<file path="config.mk">
export PLATFORM = sky130hd
export DESIGN_NAME = particle_lifetime_step_flat
export DESIGN_NICKNAME = d
export VERILOG_FILES = /design/src/sv/ple_pkg.sv /design/src/sv/ple_if.sv /design/src/sv/ple_unit.sv /design/src/sv/particle_lifetime_step.sv /design/src/flat_wrapper.sv
export SDC_FILE = /design/constraint.sdc
export NUM_CORES = 2
export LEC_CHECK = 0
export ABC_AREA = 1
export BUFFER_PORTS_ARGS = -buffer_cell sky130_fd_sc_hd__buf_2
export CORE_ASPECT_RATIO = 1.1
export CORE_MARGIN = 5
export CORE_UTILIZATION = 45
export CTS_BUF_LIST = sky130_fd_sc_hd__clkbuf_16
export DETAILED_ROUTE_END_ITERATION = 10
export PLACE_DENSITY = 0.64
export SETUP_SLACK_MARGIN = 0.2
export SYNTH_ARGS = -nofsm -noshare
export SYNTH_HDL_FRONTEND = slang
export SYNTH_HIERARCHICAL = 1
export SYNTH_SLANG_ARGS = --single-unit
</file>
<file path="constraint.sdc">
create_clock -name clk -period 14.2 [get_ports clk]
set_clock_uncertainty 0.15 [all_clocks]
set_input_delay 0.71 -clock clk [delete_from_list [all_inputs] [get_ports clk]]
set_output_delay 0.71 -clock clk [all_outputs]
set_load 0.02 [all_outputs]
</file>
<file path="src/sv/ple_pkg.sv">
// Shared types and constants for the particle lifetime step block.
// Defines the arithmetic unit command word, register indexes and action codes.
// No dependencies.
package ple_pkg;

	typedef enum logic [2:0] {
		UC_HOLD,
		UC_MUL,
		UC_MAC,
		UC_SHADD,
		UC_DIV
	} unit_cmd_t;

	typedef struct packed {
		unit_cmd_t          cmd;
		logic signed [16:0] opa;
		logic signed [16:0] opb;
		logic signed [15:0] addend;
		logic [14:0]        divisor;
	} unit_op_t;

	typedef enum logic [2:0] {
		CFG_START_LIFE,
		CFG_INIT_POSITION,
		CFG_INIT_VELOCITY,
		CFG_ACCELERATION,
		CFG_START_SCALE,
		CFG_END_SCALE,
		CFG_START_COLOR,
		CFG_END_COLOR
	} cfg_reg_t;

	localparam logic ACT_RESTART = 1'b0;
	localparam logic ACT_STEP    = 1'b1;

	localparam logic signed [16:0] ENDLESS_LIFE = -17'sd256;
	localparam logic [14:0]        START_LIFE_RESET = 15'd256;
	localparam int                 CFG_WIDTH = 48;

endpackage

</file>
<file path="src/sv/ple_if.sv">
// Request channels of the particle lifetime step block: item in, result out.
// Plain valid/ready handshake. No dependencies.
interface ple_item_if;
	logic        valid;
	logic        ready;
	logic        action;
	logic [11:0] elapsed_time;

	modport source (output valid, action, elapsed_time, input ready);
	modport sink (input valid, action, elapsed_time, output ready);
endinterface

interface ple_result_if;
	logic               valid;
	logic               ready;
	logic               alive;
	logic signed [15:0] pos_x;
	logic signed [15:0] pos_y;
	logic signed [15:0] pos_z;
	logic [15:0]        scale_x;
	logic [15:0]        scale_y;
	logic [15:0]        scale_z;
	logic [7:0]         color_r;
	logic [7:0]         color_g;
	logic [7:0]         color_b;
	logic [7:0]         color_a;

	modport source (output valid, alive, pos_x, pos_y, pos_z, scale_x, scale_y, scale_z,
		color_r, color_g, color_b, color_a, input ready);
	modport sink (input valid, alive, pos_x, pos_y, pos_z, scale_x, scale_y, scale_z,
		color_r, color_g, color_b, color_a, output ready);
endinterface

</file>
<file path="src/sv/ple_unit.sv">
// Shared arithmetic unit: multiply-accumulate, shift-add and one restoring
// divide step per cycle on a single 32-bit accumulator. Depends on ple_pkg.
module ple_unit (
	input  logic               clk,
	input  ple_pkg::unit_op_t  op,
	output logic signed [31:0] acc
);
	import ple_pkg::*;

	logic signed [31:0] acc_q;
	logic signed [31:0] acc_d;
	logic signed [33:0] prod;
	logic signed [31:0] addend_ext;
	logic [31:0]        shifted;
	logic [15:0]        hi;
	logic [15:0]        div_ext;

	assign prod       = op.opa * op.opb;
	assign addend_ext = {{16{op.addend[15]}}, op.addend};
	assign shifted    = {acc_q[30:0], 1'b0};
	assign hi         = shifted[31:16];
	assign div_ext    = {1'b0, op.divisor};

	always_comb begin
		case (op.cmd)
			UC_MUL:   acc_d = prod[31:0] + addend_ext;
			UC_MAC:   acc_d = acc_q + prod[31:0] + addend_ext;
			UC_SHADD: acc_d = (acc_q >>> 8) + addend_ext;
			UC_DIV: begin
				if (hi >= div_ext) acc_d = {hi - div_ext, shifted[15:1], 1'b1};
				else acc_d = shifted;
			end
			default:  acc_d = acc_q;
		endcase
	end

	always_ff @(posedge clk) begin
		acc_q <= acc_d;
	end

	assign acc = acc_q;

endmodule

</file>
<file path="src/sv/particle_lifetime_step.sv">
// Top level of the particle lifetime step block: configuration registers,
// particle state, sequencer and result register. Depends on ple_pkg, ple_if
// and ple_unit.
//
// One particle is advanced per step request. A restart request or a step on a dead or
// endless particle goes from acceptance straight to the done state. A step on a live
// particle first runs seven blends on one shared 17x17 multiplier, accumulator and
// restoring divider (two multiply-accumulates, sixteen divide steps, a store each),
// then multiply, add and store for velocity and for position per axis of motion, then
// a life update. The done state loads the result register when free. A new request
// is accepted once the sequencer is idle, even while a result still waits to be taken.
module particle_lifetime_step (
	input  logic                              clk,
	input  logic                              arst_n,
	ple_item_if.sink                          item,
	ple_result_if.source                      result,
	input  logic                              cfg_we,
	input  logic [2:0]                        cfg_index,
	input  logic [ple_pkg::CFG_WIDTH-1:0]     cfg_data
);
	import ple_pkg::*;

	typedef enum logic [3:0] {
		ST_IDLE,
		ST_BL_MUL,
		ST_BL_MAC,
		ST_BL_DIV,
		ST_BL_STORE,
		ST_MV_MUL,
		ST_MV_ADD,
		ST_MV_STORE,
		ST_MP_MUL,
		ST_MP_ADD,
		ST_MP_STORE,
		ST_LIFE,
		ST_DONE
	} state_t;

	localparam logic [2:0] ELEM_LAST = 3'd6;
	localparam logic [2:0] ELEM_COLOR = 3'd3;
	localparam logic [3:0] DIV_LAST  = 4'd15;
	localparam logic [1:0] AXIS_LAST = 2'd2;

	function automatic logic signed [15:0] sat16(input logic signed [31:0] x);
		if (x > 32'sd32767) return 16'sh7fff;
		else if (x < -32'sd32768) return 16'sh8000;
		else return x[15:0];
	endfunction

	logic [14:0]        start_life_q;
	logic [2:0][15:0]   init_pos_q;
	logic [2:0][15:0]   init_vel_q;
	logic [2:0][15:0]   accel_q;
	logic [2:0][15:0]   start_scale_q;
	logic [2:0][15:0]   end_scale_q;
	logic [3:0][7:0]    start_color_q;
	logic [3:0][7:0]    end_color_q;

	logic signed [16:0] life_q;
	logic signed [15:0] vel_q [3];
	logic signed [15:0] pos_q [3];
	logic [15:0]        scale_q [3];
	logic [7:0]         color_q [4];
	logic               dead_q;

	state_t             state_q;
	logic [2:0]         elem_q;
	logic [3:0]         cnt_q;
	logic [1:0]         axis_q;
	logic [11:0]        dt_q;
	logic [14:0]        lc_q;

	logic               out_valid_q;
	logic               out_alive_q;
	logic signed [15:0] out_pos_q [3];
	logic [15:0]        out_scale_q [3];
	logic [7:0]         out_color_q [4];

	unit_op_t           op;
	logic signed [31:0] acc;
	logic               accept;
	logic               out_load;
	logic [14:0]        lc_d;
	logic [1:0]         cidx;
	logic [15:0]        a_sel;
	logic [15:0]        b_sel;
	logic [15:0]        blend_val;
	logic signed [16:0] life_d;

	assign item.ready = (state_q == ST_IDLE);
	assign accept     = item.valid && item.ready;
	assign out_load   = (state_q == ST_DONE) && (!out_valid_q || result.ready);
	assign cidx       = 2'(elem_q - ELEM_COLOR);
	assign life_d     = life_q - $signed({5'b0, dt_q});

	always_comb begin
		if (life_q[16]) lc_d = '0;
		else if (life_q[15:0] > {1'b0, start_life_q}) lc_d = start_life_q;
		else lc_d = life_q[14:0];
	end

	always_comb begin
		if (elem_q < ELEM_COLOR) begin
			a_sel = start_scale_q[elem_q[1:0]];
			b_sel = end_scale_q[elem_q[1:0]];
		end else begin
			a_sel = {8'b0, start_color_q[cidx]};
			b_sel = {8'b0, end_color_q[cidx]};
		end
		blend_val = (start_life_q == '0) ? b_sel : acc[15:0];
	end

	// drive the shared unit
	always_comb begin
		op.cmd     = UC_HOLD;
		op.opa     = '0;
		op.opb     = '0;
		op.addend  = '0;
		op.divisor = start_life_q;
		case (state_q)
			ST_BL_MUL: begin
				op.cmd = UC_MUL;
				op.opa = $signed({1'b0, a_sel});
				op.opb = $signed({2'b0, lc_q});
			end
			ST_BL_MAC: begin
				op.cmd    = UC_MAC;
				op.opa    = $signed({1'b0, b_sel});
				op.opb    = $signed({2'b0, start_life_q - lc_q});
				op.addend = $signed({2'b0, start_life_q[14:1]});
			end
			ST_BL_DIV: op.cmd = UC_DIV;
			ST_MV_MUL: begin
				op.cmd    = UC_MUL;
				op.opa    = $signed({accel_q[axis_q][15], accel_q[axis_q]});
				op.opb    = $signed({5'b0, dt_q});
				op.addend = 16'sd128;
			end
			ST_MV_ADD: begin
				op.cmd    = UC_SHADD;
				op.addend = vel_q[axis_q];
			end
			ST_MP_MUL: begin
				op.cmd    = UC_MUL;
				op.opa    = {vel_q[axis_q][15], vel_q[axis_q]};
				op.opb    = $signed({5'b0, dt_q});
				op.addend = 16'sd128;
			end
			ST_MP_ADD: begin
				op.cmd    = UC_SHADD;
				op.addend = pos_q[axis_q];
			end
			default: op.cmd = UC_HOLD;
		endcase
	end

	ple_unit u_unit (
		.clk (clk),
		.op  (op),
		.acc (acc)
	);

	always_ff @(posedge clk or negedge arst_n) begin
		if (!arst_n) begin
			start_life_q  <= START_LIFE_RESET;
			init_pos_q    <= '0;
			init_vel_q    <= '0;
			accel_q       <= '0;
			start_scale_q <= '0;
			end_scale_q   <= '0;
			start_color_q <= '0;
			end_color_q   <= '0;
		end else if (cfg_we) begin
			case (cfg_index)
				CFG_START_LIFE:    start_life_q  <= cfg_data[14:0];
				CFG_INIT_POSITION: init_pos_q    <= cfg_data;
				CFG_INIT_VELOCITY: init_vel_q    <= cfg_data;
				CFG_ACCELERATION:  accel_q       <= cfg_data;
				CFG_START_SCALE:   start_scale_q <= cfg_data;
				CFG_END_SCALE:     end_scale_q   <= cfg_data;
				CFG_START_COLOR:   start_color_q <= cfg_data[31:0];
				CFG_END_COLOR:     end_color_q   <= cfg_data[31:0];
				default: ;
			endcase
		end
	end

	always_ff @(posedge clk or negedge arst_n) begin
		if (!arst_n) begin
			life_q <= '0;
			dead_q <= 1'b1;
			for (int i = 0; i < 3; i++) begin
				vel_q[i]   <= '0;
				pos_q[i]   <= '0;
				scale_q[i] <= '0;
			end
			for (int i = 0; i < 4; i++) color_q[i] <= '0;
		end else begin
			case (state_q)
				ST_IDLE: begin
					if (accept && item.action == ACT_RESTART) begin
						life_q <= $signed({2'b0, start_life_q});
						dead_q <= 1'b0;
						for (int i = 0; i < 3; i++) begin
							vel_q[i]   <= init_vel_q[i];
							pos_q[i]   <= init_pos_q[i];
							scale_q[i] <= start_scale_q[i];
						end
						for (int i = 0; i < 4; i++) color_q[i] <= start_color_q[i];
					end
				end
				ST_BL_STORE: begin
					if (elem_q < ELEM_COLOR) scale_q[elem_q[1:0]] <= blend_val;
					else color_q[cidx] <= blend_val[7:0];
				end
				ST_MV_STORE: vel_q[axis_q] <= sat16(acc);
				ST_MP_STORE: pos_q[axis_q] <= sat16(acc);
				ST_LIFE: begin
					life_q <= life_d;
					if (life_d[16]) dead_q <= 1'b1;
				end
				default: ;
			endcase
		end
	end

	always_ff @(posedge clk or negedge arst_n) begin
		if (!arst_n) begin
			state_q     <= ST_IDLE;
			elem_q      <= '0;
			cnt_q       <= '0;
			axis_q      <= '0;
			dt_q        <= '0;
			lc_q        <= '0;
			out_valid_q <= 1'b0;
			out_alive_q <= 1'b0;
			for (int i = 0; i < 3; i++) begin
				out_pos_q[i]   <= '0;
				out_scale_q[i] <= '0;
			end
			for (int i = 0; i < 4; i++) out_color_q[i] <= '0;
		end else begin
			if (out_load) out_valid_q <= 1'b1;
			else if (result.valid && result.ready) out_valid_q <= 1'b0;
			case (state_q)
				ST_IDLE: begin
					if (accept) begin
						dt_q   <= item.elapsed_time;
						lc_q   <= lc_d;
						elem_q <= '0;
						axis_q <= '0;
						if (item.action == ACT_RESTART || dead_q || life_q <= ENDLESS_LIFE)
							state_q <= ST_DONE;
						else
							state_q <= ST_BL_MUL;
					end
				end
				ST_BL_MUL: state_q <= ST_BL_MAC;
				ST_BL_MAC: begin
					cnt_q   <= '0;
					state_q <= ST_BL_DIV;
				end
				ST_BL_DIV: begin
					cnt_q <= cnt_q + 4'd1;
					if (cnt_q == DIV_LAST) state_q <= ST_BL_STORE;
				end
				ST_BL_STORE: begin
					if (elem_q == ELEM_LAST) begin
						state_q <= ST_MV_MUL;
					end else begin
						elem_q  <= elem_q + 3'd1;
						state_q <= ST_BL_MUL;
					end
				end
				ST_MV_MUL:   state_q <= ST_MV_ADD;
				ST_MV_ADD:   state_q <= ST_MV_STORE;
				ST_MV_STORE: state_q <= ST_MP_MUL;
				ST_MP_MUL:   state_q <= ST_MP_ADD;
				ST_MP_ADD:   state_q <= ST_MP_STORE;
				ST_MP_STORE: begin
					if (axis_q == AXIS_LAST) begin
						state_q <= ST_LIFE;
					end else begin
						axis_q  <= axis_q + 2'd1;
						state_q <= ST_MV_MUL;
					end
				end
				ST_LIFE: state_q <= ST_DONE;
				ST_DONE: begin
					if (out_load) begin
						out_alive_q <= !dead_q;
						for (int i = 0; i < 3; i++) begin
							out_pos_q[i]   <= pos_q[i];
							out_scale_q[i] <= scale_q[i];
						end
						for (int i = 0; i < 4; i++) out_color_q[i] <= color_q[i];
						state_q <= ST_IDLE;
					end
				end
				default: state_q <= ST_IDLE;
			endcase
		end
	end

	assign result.valid   = out_valid_q;
	assign result.alive   = out_alive_q;
	assign result.pos_x   = out_pos_q[0];
	assign result.pos_y   = out_pos_q[1];
	assign result.pos_z   = out_pos_q[2];
	assign result.scale_x = out_scale_q[0];
	assign result.scale_y = out_scale_q[1];
	assign result.scale_z = out_scale_q[2];
	assign result.color_r = out_color_q[0];
	assign result.color_g = out_color_q[1];
	assign result.color_b = out_color_q[2];
	assign result.color_a = out_color_q[3];

endmodule

</file>
<file path="src/flat_wrapper.sv">
// flat-port wrapper written by rule: the top's interface ports become plain ports
module particle_lifetime_step_flat import ple_pkg::*;
  (clk, arst_n, cfg_we, cfg_index, cfg_data, item_valid, item_action, item_elapsed_time, item_ready, result_valid, result_alive, result_pos_x, result_pos_y, result_pos_z, result_scale_x, result_scale_y, result_scale_z, result_color_r, result_color_g, result_color_b, result_color_a, result_ready);
  ple_item_if item_i ();
  ple_result_if result_i ();
  input  logic clk;
  input  logic arst_n;
  input  logic cfg_we;
  input  logic [2:0] cfg_index;
  input  logic [ple_pkg::CFG_WIDTH-1:0] cfg_data;
  input wire logic [$bits(item_i.valid)-1:0] item_valid;
  input wire logic [$bits(item_i.action)-1:0] item_action;
  input wire logic [$bits(item_i.elapsed_time)-1:0] item_elapsed_time;
  output wire logic [$bits(item_i.ready)-1:0] item_ready;
  output wire logic [$bits(result_i.valid)-1:0] result_valid;
  output wire logic [$bits(result_i.alive)-1:0] result_alive;
  output wire logic [$bits(result_i.pos_x)-1:0] result_pos_x;
  output wire logic [$bits(result_i.pos_y)-1:0] result_pos_y;
  output wire logic [$bits(result_i.pos_z)-1:0] result_pos_z;
  output wire logic [$bits(result_i.scale_x)-1:0] result_scale_x;
  output wire logic [$bits(result_i.scale_y)-1:0] result_scale_y;
  output wire logic [$bits(result_i.scale_z)-1:0] result_scale_z;
  output wire logic [$bits(result_i.color_r)-1:0] result_color_r;
  output wire logic [$bits(result_i.color_g)-1:0] result_color_g;
  output wire logic [$bits(result_i.color_b)-1:0] result_color_b;
  output wire logic [$bits(result_i.color_a)-1:0] result_color_a;
  input wire logic [$bits(result_i.ready)-1:0] result_ready;
  assign item_i.valid = item_valid;
  assign item_i.action = item_action;
  assign item_i.elapsed_time = item_elapsed_time;
  assign item_ready = item_i.ready;
  assign result_valid = result_i.valid;
  assign result_alive = result_i.alive;
  assign result_pos_x = result_i.pos_x;
  assign result_pos_y = result_i.pos_y;
  assign result_pos_z = result_i.pos_z;
  assign result_scale_x = result_i.scale_x;
  assign result_scale_y = result_i.scale_y;
  assign result_scale_z = result_i.scale_z;
  assign result_color_r = result_i.color_r;
  assign result_color_g = result_i.color_g;
  assign result_color_b = result_i.color_b;
  assign result_color_a = result_i.color_a;
  assign result_i.ready = result_ready;
  particle_lifetime_step u_core (.clk(clk), .arst_n(arst_n), .item(item_i), .result(result_i), .cfg_we(cfg_we), .cfg_index(cfg_index), .cfg_data(cfg_data));
endmodule
</file>
==> impl_metrics.py <==
metrics = {
    "clock_network": {
        "cts.htree.levels": 3,
        "cts.repair.resized": 0,
        "cts_hold_buffers": 1,
        "clock_pin_slew_worst_setup_and_hold_paths_ns": 0.06,
        "clock_sinks": 715,
        "clock_path_buffers": 3,
        "cts_tree": "done",
        "cts.root.buffer_cell": "clkbuf_16",
        "post_cts.repair.setup_buffers": 0,
        "tritoncts_buffer_count": 82,
        "clk-insertion-delay-late_ns": 0.67,
    },
    "critical_path": {
        "worstSetupStartpointType": "flip-flop",
        "worst_path_dominant_cell_family": "adder cells",
        "cell_count_along_the_critical_path": 39,
        "worst-endpoint-required_ns": 14.47,
        "cp_data_arrival_time_ns": 11.40,
        "critical_path_s_largest_stage_delay_ns": 0.57,
        "startpoint": "u_core/elem_q[0]$_DFFE_PN0P_",
        "worst_setup_path_end_kind": "flip-flop",
        "worst_r2r_startpoint": "u_core/elem_q[0]$_DFFE_PN0P_",
        "timing.critical_path.mode_cell": "fa_1",
        "worstPathBufferInverterCount": 10,
        "timing.critical_path.slowest_stage_cell": "buf_4",
        "timing.reg2reg.worst_path_depth": 39,
        "crit-reg2reg-capture": "u_core/u_unit/acc[26]$_DFFE_PP_",
        "timing.critical_path.to": "u_core/u_unit/acc[26]$_DFFE_PP_",
        "reg2reg_setup_slack_ns": 3.06,
        "worst-path-max-fanout": 61,
        "timing.setup.critical_path_class": "flip-flop to flip-flop",
    },
    "global_routing": {
        "grt_max_degree": 165,
        "groute.usage.overall_pct": 32.1,
        "grt_first_pass_wirelength_um": 301000,
        "vias_in_the_first_global_route": 46900,
        "grt_antenna_before_repair": 15,
        "gr-total-overflow": 0,
    },
    "drt": {
        "route.detailed.drc": 0,
        "viasPerCell": 5.71,
        "detail-route-antenna-nets": 0,
        "iter_0_drt_violations": 6031,
        "drt_first_pass_iters": 7,
        "detail_route.wl_per_cell_um": 23.7,
        "vias": 48900,
        "wirelength_um": 203000,
    },
    "sta": {
        "timing.fmax_ghz": 0.0898,
        "number_of_hold_violations_in_the_final_report": 0,
        "period_minus_ws_final_ns": 11.14,
        "setup_repair_after_global_routing_missed_its_margin": "no",
        "timing.final.setup_violations": 0,
        "max_slew.worst_pin.slew_ns": 1.21,
        "final.setup.tns_ns": 0,
        "layout_worst_path_cycle_share_pct": 78.4,
        "max_slew_margin_pct": 18.6,
        "maxSlewViolCount": 0,
    },
    "yosys": {
        "yosys_warnings": 6,
        "synth.top_cell.area_share_pct": 32.1,
        "post_synth_main_area_contributors": "dfrtp_1 32%, fa_1 12%, nand2_1 12%",
        "number_of_flops_mapped_to_enable_cells_by_yosys": 32,
        "synthArstFlopShare_pct": 95.5,
        "synth_area_mm2": 0.0531,
        "synth.distinct_cells": 70,
        "dominantRegCellSynth": "dfrtp_1",
        "synth_area_per_cell_um2": 7.69,
        "yosysSeqAreaShare_pct": 34.0,
        "syn_inst": 6900,
        "synth_seq_cells": 715,
        "synth_area_leader_cell": "dfrtp_1",
    },
    "run": {
        "maxCapViolations": 0,
    },
    "floorplan": {
        "die_w_um": 337,
        "dieArea_mm2": 0.125,
        "initial_cell_density_of_the_core_pct": 45.2,
        "floorplan.rows": 132,
        "core-area_mm2": 0.117,
        "die_h_um": 370,
        "ios": 200,
    },
    "place": {
        "detailed_place_hpwl_um": 152000,
        "place.gp.congestion": 0.987,
        "port_buffers": 199,
    },
    "layout": {
        "design.final.nets": 7563,
        "fraction_of_layout_instances_using_a_drive_strength_above_1_pct": 8.01,
        "synthToLayoutAreaGrowth_pct": 9.49,
        "final.fill_count": 11500,
        "final_util_pct": 49.5,
    },
    "outcome": {
        "outcome": "completed",
    },
    "worst_hold_path": {
        "hold_crit_class": "input pin to flip-flop",
    },
}
-- metal layers --
metal	share of wire (%)	track usage, %	up-vias
met1	41	45.2	23600
met5	0.011	0	-
met4	4.3	12.0	4
met3	11	8.03	380
li1	-	-	22300
met2	43	48.0	2653
-- kinds of logic after synthesis --
kind of cell / synth area share (%)
flip-flops: 34.0
AO/OA/AOI/OAI: 16.8
adder cells (fa/ha/maj): 17.5
XOR/XNOR: 0.957
other: 0.00707
buffers and inverters: 10.6
AND/OR/NAND/NOR: 20.2
-- Yosys cell counts (all sizes together) (2+ instances only) --
cell type and instances:
fa 319, nor3b 2, edfxtp 32, nor2 360
a31oi 8, nand2 1672, a211oi 4, o22ai 9
o2bb2ai 6, o2111ai 21, o31ai 2, xnor2 18
buf 77, o21ai 775, nand3b 9, a21o 19
o211ai 22, xor2 40, a21oi 488, nor4 9
nand3 283, o221ai 13, inv 1130, ha 231
a32o 7, a22oi 80, nor3 25, a22o 3
dfrtp 681, and2 2, and3 3, clkbuf 246
or2 30, nand4 149, o21bai 22, dfstp 2
o21a 6, a21boi 87, clkinv 5
-- placed cells by master, fill, tap and decap left out, types with 23 or more instances in the layout --
cell,count
nand2_2,28
a22oi_1,80
inv_1,1126
dfrtp_1,680
xor2_1,40
a21oi_1,468
o21ai_2,23
fa_1,319
nand3_1,272
a21boi_1,82
nand4_1,149
o21ai_1,25
buf_4,80
buf_2,198
inv_2,23
edfxtp_1,32
clkbuf_16,84
ha_1,230
o21ai_0,726
nand2_1,1641
nor2_1,343
-- sequential cells by signal, summed over array words and instances, names as in the netlist, 17 cells and up --
signal	cells
u_core/life_q	17
u_core/init_vel_q	48
u_core/start_scale_q	48
u_core/pos_q	48
u_core/scale_q	48
u_core/u_unit/acc	32
u_core/start_color_q	32
u_core/end_scale_q	48
u_core/vel_q	48
u_core/color_q	32
u_core/init_pos_q	48
u_core/end_color_q	32
u_core/accel_q	48
-- metrics by stage --
stage	area [um2]	instances	setup WS [ns]	hold WS (ns)
6_report	58100	8556	3.06	0.107
3_5_place_dp	55400	8400	3.15	0.317
4_1_cts	58100	8548	3.13	0.0792
5_1_grt	58100	8548	2.39	0.118
2_1_floorplan	53100	6902	4.29	0.264
3_3_place_gp	55400	8400	3.24	0.312
-- worst register-to-register path, delay by kind of cell, from the launching register on --
| family | cells | cell delay [ns] |
|---|---|---|
| xor gates and xnor gates | 1 | 0.38 |
| buffers and inverters | 10 | 1.97 |
| and+or+nand+nor | 6 | 0.77 |
| AOI/OAI and AO/OA | 12 | 2.89 |
| DFF | 1 | 0.34 |
| adders and majority gates | 10 | 4.38 |
-- layout make-up --
class | count | area (um2) | share of cell area [%]
flip-flops and latches | 715 | 18100 | 31.1
multi-input cells | 4729 | 29600 | 50.9
clock buffers | 84 | 2100 | 3.62
diodes | 8 | 20.0 | 0.0345
repair buffers | 281 | 1640 | 2.82
inverters | 1135 | 4270 | 7.34
well taps | 1541 | 1930 | 3.32
clock inverters | 63 | 531 | 0.913
-- how the worst min path moves through the flow --
| stage | startpoint | to | slack, ns | depth (start not counted) |
|---|---|---|---|---|
| 2_1_floorplan | arst_n | u_core/accel_q[0]$_DFFE_PN0P_ | 0.26 | 0 |
| 3_3_place_gp | u_core/end_scale_q[9]$_DFFE_PN0P_ | u_core/end_scale_q[9]$_DFFE_PN0P_ | 0.31 | 2 |
| 3_5_place_dp | u_core/accel_q[8]$_DFFE_PN0P_ | u_core/accel_q[8]$_DFFE_PN0P_ | 0.32 | 2 |
| 4_1_cts | cfg_data[10] | u_core/end_color_q[10]$_DFFE_PN0P_ | 0.08 | 3 |
| 5_1_grt | cfg_data[11] | u_core/end_color_q[11]$_DFFE_PN0P_ | 0.12 | 3 |
| 6_report | cfg_data[11] | u_core/end_color_q[11]$_DFFE_PN0P_ | 0.11 | 3 |
Power is left out: the tool's default activity adds up to more than one toggle a clock period on the data nets, which glitch-free logic cannot reach.
